[config.mk]
export PLATFORM = sky130hd
export DESIGN_NAME = three_level_priority_fifo
export DESIGN_NICKNAME = d
export VERILOG_FILES = /design/src/sv/pfq_pkg.sv /design/src/sv/three_level_priority_fifo.sv /design/src/sv/pfq_cell.sv /design/src/sv/pfq_level.sv
export SDC_FILE = /design/constraint.sdc
export NUM_CORES = 2
export LEC_CHECK = 0
export ABC_AREA = 1
export BUFFER_PORTS_ARGS = -buffer_cell sky130_fd_sc_hd__buf_4
export CAP_MARGIN = 25
export CORE_UTILIZATION = 40
export DETAILED_ROUTE_END_ITERATION = 6
export SYNTH_ARGS = -nofsm -noshare
export SYNTH_HDL_FRONTEND = slang
export SYNTH_SLANG_ARGS = --single-unit
[constraint.sdc]
create_clock -name clk -period 7.3 [get_ports clk]
set_input_delay 1.46 -clock clk [delete_from_list [all_inputs] [get_ports clk]]
set_output_delay 1.46 -clock clk [all_outputs]
set_load 0.01 [all_outputs]
[src/sv/pfq_pkg.sv]
// Package: sizes, codes and the control/status structs of the priority queue.
`default_nettype none

package pfq_pkg;

    // Entries per level and number of levels
    localparam int DEPTH  = 16;
    localparam int LEVELS = 3;

    // Derived widths
    localparam int CNT_W   = $clog2(DEPTH + 1);
    localparam int LVL_W   = (LEVELS > 1) ? $clog2(LEVELS) : 1;
    localparam int ID_W    = 32;
    localparam int COUNT_W = 5;
    localparam int SLVL_W  = 2;
    localparam int REPORT_LEVELS = 3;

    // Highest legal priority request (1 is the top level)
    localparam logic [3:0] PRIO_MAX = 4'(LEVELS);
    localparam logic [CNT_W-1:0] CNT_FULL = CNT_W'(DEPTH);

    typedef logic signed [ID_W-1:0] id_t;

    // Result status codes
    typedef enum logic [2:0] {
        ST_ENQUEUED = 3'd0,
        ST_SERVED   = 3'd1,
        ST_EMPTY    = 3'd2,
        ST_BAD_PRIO = 3'd3,
        ST_FULL     = 3'd4
    } status_t;

    // Request codes
    typedef enum logic {
        REQ_ENQ = 1'b0,
        REQ_DEQ = 1'b1
    } req_t;

    // Commands from the top level to one level
    typedef struct packed {
        logic enq;
        logic deq;
        id_t  id;
    } level_ctrl_t;

    // What one level reports back
    typedef struct packed {
        logic [CNT_W-1:0] count;
        logic [CNT_W-1:0] count_next;
        id_t              head;
    } level_stat_t;

endpackage

`default_nettype wire

[src/sv/three_level_priority_fifo.sv]
// The result is registered at the edge that accepts its item.
// Throughput: one item per cycle while results are taken; a result held back by the
// receiver stops the input until it leaves. Each level is a chain of cells that all
// shift together on removal.
// Reset clears the level counts and the result valid; cell contents are not
// cleared and are read only while the count shows them filled.
`default_nettype none

module three_level_priority_fifo (
    input  wire logic                       clk,
    input  wire logic                       rst_n,
    input  wire logic                       in_valid,
    output logic                            in_ready,
    input  wire logic                       req_type,
    input  wire logic [2:0]                 priority_req,
    input  wire pfq_pkg::id_t               entry_id,
    output logic                            out_valid,
    input  wire logic                       out_ready,
    output logic [2:0]                      status,
    output pfq_pkg::id_t                    served_id,
    output logic [pfq_pkg::SLVL_W-1:0]      served_level,
    output logic [pfq_pkg::COUNT_W-1:0]     count_high,
    output logic [pfq_pkg::COUNT_W-1:0]     count_mid,
    output logic [pfq_pkg::COUNT_W-1:0]     count_low
);
    import pfq_pkg::*;

    level_ctrl_t ctrl [LEVELS];
    level_stat_t stat [LEVELS];

    logic              accept;
    logic              prio_ok;
    logic [LEVELS-1:0] enq_hit;
    logic [LEVELS-1:0] deq_hit;
    logic [LEVELS-1:0] lvl_full;
    logic              any_full;
    logic              found;
    logic [LVL_W-1:0]  sel;
    id_t               head_sel;
    logic [COUNT_W-1:0] cnt_out [REPORT_LEVELS];

    logic               out_valid_reg, out_valid_next;
    status_t            status_reg, status_next;
    id_t                served_id_reg, served_id_next;
    logic [SLVL_W-1:0]  served_level_reg, served_level_next;
    logic [COUNT_W-1:0] cnt_reg [REPORT_LEVELS];

    // Handshake: output register frees the input side
    assign in_ready = !out_valid_reg || out_ready;
    assign accept   = in_valid && in_ready;

    // Priority decode and full flags
    assign prio_ok = (priority_req != 3'd0) && ({1'b0, priority_req} <= PRIO_MAX);

    always_comb
    begin
        for (int l = 0; l < LEVELS; l++)
        begin
            enq_hit[l]  = prio_ok && ({1'b0, priority_req} == 4'(l + 1));
            lvl_full[l] = (stat[l].count == CNT_FULL);
        end
    end

    assign any_full = |(enq_hit & lvl_full);

    // Pick the first non-empty level
    always_comb
    begin
        found    = 1'b0;
        sel      = '0;
        deq_hit  = '0;
        head_sel = '0;
        for (int l = 0; l < LEVELS; l++)
        begin
            if (!found && (stat[l].count != '0))
            begin
                found      = 1'b1;
                sel        = LVL_W'(l);
                deq_hit[l] = 1'b1;
                head_sel   = stat[l].head;
            end
        end
    end

    // Level commands
    for (genvar l = 0; l < LEVELS; l++)
    begin : g_level
        assign ctrl[l].enq = accept && (req_t'(req_type) == REQ_ENQ) && enq_hit[l]
                             && !lvl_full[l];
        assign ctrl[l].deq = accept && (req_t'(req_type) == REQ_DEQ) && deq_hit[l];
        assign ctrl[l].id  = entry_id;

        pfq_level u_level (
            .clk   (clk),
            .rst_n (rst_n),
            .ctrl  (ctrl[l]),
            .stat  (stat[l])
        );
    end

    // Counts as reported after this item
    for (genvar l = 0; l < REPORT_LEVELS; l++)
    begin : g_count
        if (l < LEVELS)
        begin : g_have
            assign cnt_out[l] = COUNT_W'(stat[l].count_next);
        end
        else
        begin : g_none
            assign cnt_out[l] = '0;
        end
    end

    // Result for the accepted item
    always_comb
    begin
        status_next       = status_reg;
        served_id_next    = served_id_reg;
        served_level_next = served_level_reg;
        out_valid_next    = out_valid_reg;
        if (out_ready)
        begin
            out_valid_next = 1'b0;
        end
        if (accept)
        begin
            out_valid_next    = 1'b1;
            served_id_next    = '0;
            served_level_next = '0;
            if (req_t'(req_type) == REQ_ENQ)
            begin
                if (!prio_ok)
                begin
                    status_next = ST_BAD_PRIO;
                end
                else if (any_full)
                begin
                    status_next = ST_FULL;
                end
                else
                begin
                    status_next = ST_ENQUEUED;
                end
            end
            else if (found)
            begin
                status_next       = ST_SERVED;
                served_id_next    = head_sel;
                served_level_next = SLVL_W'(sel);
            end
            else
            begin
                status_next = ST_EMPTY;
            end
        end
    end

    always_ff @(posedge clk or negedge rst_n)
    begin
        if (!rst_n)
        begin
            out_valid_reg <= 1'b0;
        end
        else
        begin
            out_valid_reg <= out_valid_next;
        end
    end

    // Result payload
    always_ff @(posedge clk)
    begin
        status_reg       <= status_next;
        served_id_reg    <= served_id_next;
        served_level_reg <= served_level_next;
        for (int l = 0; l < REPORT_LEVELS; l++)
        begin
            if (accept)
            begin
                cnt_reg[l] <= cnt_out[l];
            end
        end
    end

    assign out_valid    = out_valid_reg;
    assign status       = status_reg;
    assign served_id    = served_id_reg;
    assign served_level = served_level_reg;
    assign count_high   = cnt_reg[0];
    assign count_mid    = cnt_reg[1];
    assign count_low    = cnt_reg[2];

    // Checks
    a_unserved_zero: assert property (@(posedge clk) disable iff (!rst_n)
        (out_valid_reg && (status_reg != ST_SERVED))
        |-> (served_id_reg == '0) && (served_level_reg == '0))
        else $error("served fields set without a served item");
    a_empty_report: assert property (@(posedge clk) disable iff (!rst_n)
        (accept && (req_t'(req_type) == REQ_DEQ) && !found)
        |=> (status_reg == ST_EMPTY))
        else $error("empty dequeue not reported");
    a_deq_onehot: assert property (@(posedge clk) disable iff (!rst_n)
        $onehot0(deq_hit))
        else $error("more than one level selected");
    a_full_report: assert property (@(posedge clk) disable iff (!rst_n)
        (accept && (req_t'(req_type) == REQ_ENQ) && prio_ok && any_full)
        |=> (status_reg == ST_FULL))
        else $error("full level not reported");

endmodule

`default_nettype wire

[src/sv/pfq_cell.sv]
// One storage cell of a level: holds an item ID, shifts toward the head on dequeue.
`default_nettype none

module pfq_cell (
    input  wire logic         clk,
    input  wire logic         shift,
    input  wire logic         load,
    input  wire pfq_pkg::id_t load_id,
    input  wire pfq_pkg::id_t next_id,
    output pfq_pkg::id_t      id
);
    import pfq_pkg::*;

    id_t id_reg;
    id_t id_next;

    // Take the neighbour's ID on a shift, the new ID on a load
    always_comb
    begin
        id_next = id_reg;
        if (shift)
        begin
            id_next = next_id;
        end
        else if (load)
        begin
            id_next = load_id;
        end
    end

    always_ff @(posedge clk)
    begin
        id_reg <= id_next;
    end

    assign id = id_reg;

endmodule

`default_nettype wire

[src/sv/pfq_level.sv]
// One priority level: a shifting chain of cells with its fill count.
`default_nettype none

module pfq_level (
    input  wire logic                 clk,
    input  wire logic                 rst_n,
    input  wire pfq_pkg::level_ctrl_t ctrl,
    output pfq_pkg::level_stat_t      stat
);
    import pfq_pkg::*;

    logic [CNT_W-1:0] count_reg;
    logic [CNT_W-1:0] count_next;
    id_t              cell_id [DEPTH];

    // Cell chain: cell 0 is the head, new items land at the fill count
    for (genvar i = 0; i < DEPTH; i++)
    begin : g_cell
        id_t nbr_id;
        if (i == DEPTH - 1)
        begin : g_last
            assign nbr_id = cell_id[i];
        end
        else
        begin : g_mid
            assign nbr_id = cell_id[i + 1];
        end

        pfq_cell u_cell (
            .clk     (clk),
            .shift   (ctrl.deq),
            .load    (ctrl.enq && (count_reg == CNT_W'(i))),
            .load_id (ctrl.id),
            .next_id (nbr_id),
            .id      (cell_id[i])
        );
    end

    // Fill count
    always_comb
    begin
        count_next = count_reg;
        if (ctrl.enq)
        begin
            count_next = count_reg + CNT_W'(1);
        end
        else if (ctrl.deq)
        begin
            count_next = count_reg - CNT_W'(1);
        end
    end

    always_ff @(posedge clk or negedge rst_n)
    begin
        if (!rst_n)
        begin
            count_reg <= '0;
        end
        else
        begin
            count_reg <= count_next;
        end
    end

    assign stat.count      = count_reg;
    assign stat.count_next = count_next;
    assign stat.head       = cell_id[0];

    // Checks
    a_cnt_bound: assert property (@(posedge clk) disable iff (!rst_n)
        count_reg <= CNT_FULL)
        else $error("level count above depth");
    a_no_enq_full: assert property (@(posedge clk) disable iff (!rst_n)
        ctrl.enq |-> count_reg != CNT_FULL)
        else $error("store into full level");
    a_no_deq_empty: assert property (@(posedge clk) disable iff (!rst_n)
        ctrl.deq |-> count_reg != '0)
        else $error("removal from empty level");
    a_one_op: assert property (@(posedge clk) disable iff (!rst_n)
        !(ctrl.enq && ctrl.deq))
        else $error("store and removal together");

endmodule

`default_nettype wire
Yosys cells after proc, flatten, opt, wreduce, memory -nomap -nowiden
Memories as Yosys holds them, arrays and structs flattened.
Index checks and enable logic that the tools add are counted.
{ "totals": {"regBits": 1589, "mem_bits_rw": 15, "inputBits": 40, "n_memories": 1} }
{ "classes": {"addsub": 6, "n_lt_le_gt_ge": 1, "n_eq_ne": 51, "muxes": 114, "n_bitwise": 6, "reduce_logical": 132} }
{ "mem_list": {"columns": ["memory", "depth", "width", "read_ports", "rd_ports_with_merged_regs", "wr", "line", "rtl"], "rows": [
  ["cnt_reg", 3, 5, 3, 0, 3, "three_level_priority_fifo.sv:46", "logic [COUNT_W-1:0] cnt_reg [REPORT_LEVELS];"]
]} }
{ "op_table": {"columns": ["op", "count"], "rows": [
  ["2-to-1 mux 32 bit", 93],
  ["equality test 5 x 4 -> 1 bit, second input constant", 24],
  ["nonzero test 2 bit", 46],
  ["logical AND 1 bit", 66],
  ["equality test 5 x 3 -> 1 bit, second input constant", 12],
  ["equality test 5 x 2 -> 1 bit, second input constant", 6],
  ["2-to-1 mux 5 bit", 6],
  ["adder 5 x 1 -> 5 bit, second input constant", 3],
  ["equality test 5 x 1 -> 1 bit, second input constant", 3],
  ["equality test 5 bit, second input constant", 3],
  ["logical NOT 5 bit", 3],
  ["nonzero test 5 bit", 3],
  ["subtractor 5 x 1 -> 5 bit, second input constant", 3],
  ["2-to-1 mux 1 bit", 10],
  ["2-to-1 mux 3 bit", 3],
  ["AND reduction 2 bit", 4],
  ["equality test 3 x 2 -> 1 bit, second input constant", 2],
  ["logical NOT 1 bit", 6],
  ["OR reduction 3 bit", 2],
  ["inverter 1 bit", 5],
  ["2-to-1 mux 2 bit", 2],
  ["AND 3 bit", 1],
  ["equality test 3 x 1 -> 1 bit, second input constant", 1],
  ["<= comparator 3 x 2 -> 1 bit, second input constant", 1],
  ["2 further kinds", 2]
]} }

Longest topological paths before layout
{ "depth": {"word_depth": 11, "ltp_mapped": 13} }

Hierarchy
From an unflattened synthesis, not the netlist that was laid out.
{ "unflattened": {"cells_unflattened": 7182, "area_unflattened_um2": 71703.8} }
{ "by_module_without_submodules": {"columns": ["module", "n_inst", "cells_each", "area_each_um2", "seq_area_each_um2"], "rows": [
  ["pfq_cell", 48, 137, 1401.3, 960.9],
  ["three_level_priority_fifo", 1, 391, 3066.7, 1586.5],
  ["pfq_level (g_level[1].u_level ...)", 2, 72, 457.9, 125.1],
  ["pfq_level (g_level[0].u_level)", 1, 71, 456.7, 125.1]
]} }

Least setup slack after synthesis
No wires, ideal clock.
{ "synth_timing": {"path_type": "input-to-reg", "startpoint": "input in_valid", "endpoint": "register g_level[2].u_level.g_cell[10].u_cell.id_reg[0] (enable)", "setup_ns": 0.466, "arrival_ns": 7.387, "t_required_ns": 6.834, "setup_slack_ns": -0.552, "path_stages": 7, "cell_sequence": "inv_1 > a21oi_1 > nand2_1 > nor2_1 > clkbuf_1 > nand3_1 > o21ai_0"} }
{ "synth_between": {"elab_chain_cells": 6, "word_cells_on_any_way": 8, "classes_between": "8 x reduce/logical"} }
{ "synth_lines": {"columns": ["item", "line", "rtl"], "rows": [
  ["start, declared", "three_level_priority_fifo.sv:12", "input wire logic in_valid,"],
  ["logical AND 1 bit (*)", "three_level_priority_fifo.sv:50", "assign accept = in_valid && in_ready;"],
  ["net accept", "three_level_priority_fifo.sv:31", "logic accept;"],
  ["logical AND 1 bit (2 in a row)", "three_level_priority_fifo.sv:88", "assign ctrl[l].enq = accept && (req_t'(req_type) == REQ_ENQ) && enq_hit[l]"],
  ["logical AND 1 bit", "three_level_priority_fifo.sv:89", "&& !lvl_full[l];"],
  ["logical AND 1 bit", "pfq_level.sv:32", ".load (ctrl.enq && (count_reg == CNT_W'(i))),"],
  ["nonzero test 2 bit (no line) (*)", null, null],
  ["end signal, assigned", "pfq_cell.sv:33", "id_reg <= id_next;"],
  ["end, declared", "pfq_cell.sv:14", "id_t id_reg;"]
]} }
Mark *: on every way through the listed nets, which the timed path passes. The rest lies on a longest branch.
A chain may end at the register's enable or synchronous reset.

Worst setup path after layout
{ "layout_timing": {"startpoint": "register g_level[0].u_level.count_reg[0]", "endpoint": "register g_level[2].u_level.g_cell[0].u_cell.id_reg[6] (data pin)"} }
{ "layout_between": {"elab_chain_cells": 10} }
{ "layout_lines": {"columns": ["item", "line", "rtl"], "rows": [
  ["start, declared", "pfq_level.sv:12", "logic [CNT_W-1:0] count_reg;"],
  ["start signal, assigned", "pfq_level.sv:61", "count_reg <= count_next;"],
  ["nonzero test 5 bit (*)", "three_level_priority_fifo.sv:75", "if (!found && (stat[l].count != '0))"],
  ["2-to-1 mux 1 bit (*)", "three_level_priority_fifo.sv:75", null],
  ["logical NOT 1 bit", "three_level_priority_fifo.sv:75", null],
  ["logical AND 1 bit", "three_level_priority_fifo.sv:75", null],
  ["2-to-1 mux 1 bit (*)", "three_level_priority_fifo.sv:75", null],
  ["logical NOT 1 bit (*)", "three_level_priority_fifo.sv:75", null],
  ["logical AND 1 bit (*)", "three_level_priority_fifo.sv:75", null],
  ["2-to-1 mux 1 bit (*)", "three_level_priority_fifo.sv:75", null],
  ["logical AND 1 bit (*)", "three_level_priority_fifo.sv:90", "assign ctrl[l].deq = accept && (req_t'(req_type) == REQ_DEQ) && deq_hit[l];"],
  ["2-to-1 mux 32 bit (*)", "pfq_cell.sv:21", "if (shift)"],
  ["net g_level[2].u_level.g_cell[0].u_cell.id_next[6]", "pfq_cell.sv:15", "id_t id_next;"],
  ["end signal, assigned", "pfq_cell.sv:33", null],
  ["end, declared", "pfq_cell.sv:14", null]
]} }
Marks and branches as above.

==> results.txt <==
Outcome = complete, no violations
Area after DPL = 0.06601 sq mm
Top routing layer in use = met4
Worst setup EP type = flop
First-pass GRT wire length = 224000 um
Met2 WL = 68170 um
Setup crit end = g_level[2].u_level.g_cell[0].u_cell.id[6]
Core Footprint = 0.1564 sq mm
Top Ports = 94
Mapped Area = 0.06304 sq mm
Max FFs per register = 1536
Worst skew pair latency = 780 ps
Final Instance Area = 0.07113 sq mm
Synth unique cells = 30
#FFs+latches synth = 1604
Top cell type's share of synthesized area = 75.64%
Pleak = 26.20 nW
CP delay by family, top = simple AND/OR/NAND/NOR gates
Clock Pin Slew Worst Setup and Hold Paths = 60 ps
Min-delay worst type = reg -> reg
Crit path from = g_level[0].u_level.count_reg[0]
Share of synthesized registers carrying an async set or reset = 0.9975%
Kind of critical path = reg -> reg
DRT antenna net count = 0
R2R cell count = 12
Number of global-route vias before repair = 35140
Post-synth EDFFs = 1588
Tmin final = 4072 ps
Buf+Inv Stages, Crit Path = 5
Layout cells sized above 1 = 8.816%
Largest net degree at the start of global routing = 178
Crit path max-delay cell type = buf_4
Clk sinks = 1604
Vias = 37590
Die X-Extent = 399.0 um
RSZ-0062 raised after global routing = false
Most frequent cells after synthesis = nand2_1, edfxtp_1, buf_2
Worst setup SP type = flop
Syn Nets = 5387
Critical Path Max Stage Delay = 460 ps
Root Buffer = clkbuf_16
Total Wirelength = 150000 um
Initial DRC Count = 3906
Reg-to-reg endpoint = g_level[2].u_level.g_cell[0].u_cell.id[6]
Clk_skew = 24.11 ps
Vias per cell = 4.964
Mapped Cells = 5329
Worst path arrival time = 4650 ps
Post-detail-place hpwl = 88570 um
Detail Route met3 WL = 10750 um
Mean post-synth cell area = 11.83 sq um
Depth of the CTS H-tree = 4
Routability congestion estimate = 0.8471
Grt total ovfl = 0
Pwr Density = 296.1 mW/mm^2
Port bufs = 93
Initial Util = 40.31%
Crit-path max FO = 126
M1 WL = 67760 um
Worst-margin pin slew = 998.2 ps
Warnings from Yosys = 0
Seq/Total Area, Yosys = 76.28%
Largest cells by area after synthesis = edfxtp_1, nand2_1, buf_2
Worst reg-to-reg setup slack = 3230 ps
DIE HEIGHT = 399.0 um
CTS Buf Count = 163
VDD IR max = 243.2 uV
Slew Limit Fails = 0
Final TNS setup = 0 ps
Final hold viol count = 0
Final setup violation count = 0
Relative slew slack = 33.20%
Antenna violations before repair = 18
Std-Cell Rows = 145
Tcrit/Tclk final = 55.78%
Critical-path cell list = inv_1 > ha_1 > inv_1 > nor2_2 > nand2_4 > nor2_4 > nand3_4 > buf_4 > inv_8 > buf_12 > nand2_1 > nand2_1
Setup Buffers After CTS = 0
TritonCTS clock tree = built
Drt wl/cell = 19.80 um
Die area = 0.1592 sq mm
Critical path depth = 12
Hold Crit Depth = 2
DRT Pass-1 Iters = 5
Worst EP required = 7880 ps
Area Overhead vs Synth = 12.83%
CTS Hold Bufs = 0
Min Hold Slack = 494.3 ps
Ys flop type = edfxtp_1
Dominant cell type by area after synthesis = edfxtp_1
DRC = 0
Top-count cell post-synth = nand2_1
R2R Path Start = g_level[0].u_level.count_reg[0]
All-Layer GR Usage = 18.87%
Max-cap violation count = 0
Finished Core Util = 45.48%
Fmax achieved = 245.6 MHz
Post-cts sizing count = 0
Nets@finish = 5437
CTS Buffer Depth = 3
[per-stage QoR]
| step | power, mW | cells | setup WS, ps |
|---|---|---|---|
| floorplan | 12.46 | 5329 | 586.3 |
| global placement | 13.23 | 7265 | 2598 |
| detailed placement | 13.28 | 7270 | 2548 |
| CTS | 21.24 | 7569 | 3316 |
| global route | 21.82 | 7571 | 3034 |
| finish | 21.06 | 7573 | 3228 |
[power by group]
group	total, mW	leakage, nW	internal, mW	switching (mW)
Combinational	2.07	9.05	0.502	1.57
Clock	7.96	2.49	4.51	3.45
Sequential	11.0	14.7	10.8	0.191
Total	21.1	26.2	15.8	5.21
[placed cells by master, fill, tap and decap left out, types with 32 or more instances in the layout]
master,count
nor2_1,32
clkinv_2,32
nand2_1,3175
clkbuf_1,39
buf_4,158
a31oi_1,32
inv_1,41
clkbuf_16,165
o21ai_4,33
clkinv_1,36
edfxtp_1,1588
[kinds of logic (layout without fill, tap and decap cells)]
family,count (synthesis),after routing,share of synthesized area [%]
flip-flops,1604,1604,76.28
other,0,2,0
XOR/XNOR,8,8,0.1112
AND/OR/NAND/NOR,3287,3287,19.87
buffers and inverters,334,518,2.695
AO/OA/AOI/OAI,78,78,0.6867
adder cells (fa/ha/maj),18,18,0.3573
[metal layers]
metal,vias up,GRT usage (%)
li1,17730,-
met1,18580,27.55
met2,1090,29.00
met3,189,3.457
met4,0,5.044
met5,-,0
[how the worst min path moves through the flow]
stage	from	to	slack, ps
3_5_place_dp	g_level[0].u_level.g_cell[11].u_cell.id[28]	g_level[0].u_level.g_cell[10].u_cell.id[28]	490
3_3_place_gp	g_level[0].u_level.g_cell[11].u_cell.id[5]	g_level[0].u_level.g_cell[10].u_cell.id[5]	490
4_1_cts	g_level[0].u_level.g_cell[8].u_cell.id[26]	g_level[0].u_level.g_cell[7].u_cell.id[26]	490
6_report	g_level[0].u_level.g_cell[6].u_cell.id[21]	g_level[0].u_level.g_cell[5].u_cell.id[21]	490
2_1_floorplan	g_level[0].u_level.g_cell[1].u_cell.id[0]	g_level[0].u_level.g_cell[0].u_cell.id[0]	490
5_1_grt	g_level[1].u_level.g_cell[8].u_cell.id[30]	g_level[1].u_level.g_cell[7].u_cell.id[30]	500
[cell type report]
type                            count  area [sq um]
Inverter                           45         176.4
Timing Repair Buffer              174          1551
Tap cell                         2058          2575
Multi-Input combinational cell   3391         13680
Sequential cell                  1604         48090
Antenna cell                        2         5.005
Clock inverter                     88         685.7
Fill cell                       14350         85260
Clock buffer                      211          4372
[worst register-to-register path, cell delays in order (launching register included)]
cell     delay (ps)
dfrtp_1         440
inv_1           170
ha_1            220
inv_1            60
nor2_2          210
nand2_4         320
nor2_4          370
nand3_4         360
buf_4           470
inv_8           400
buf_12          430
nand2_1         220
nand2_1         210
Power figures use the tool's default switching activity.
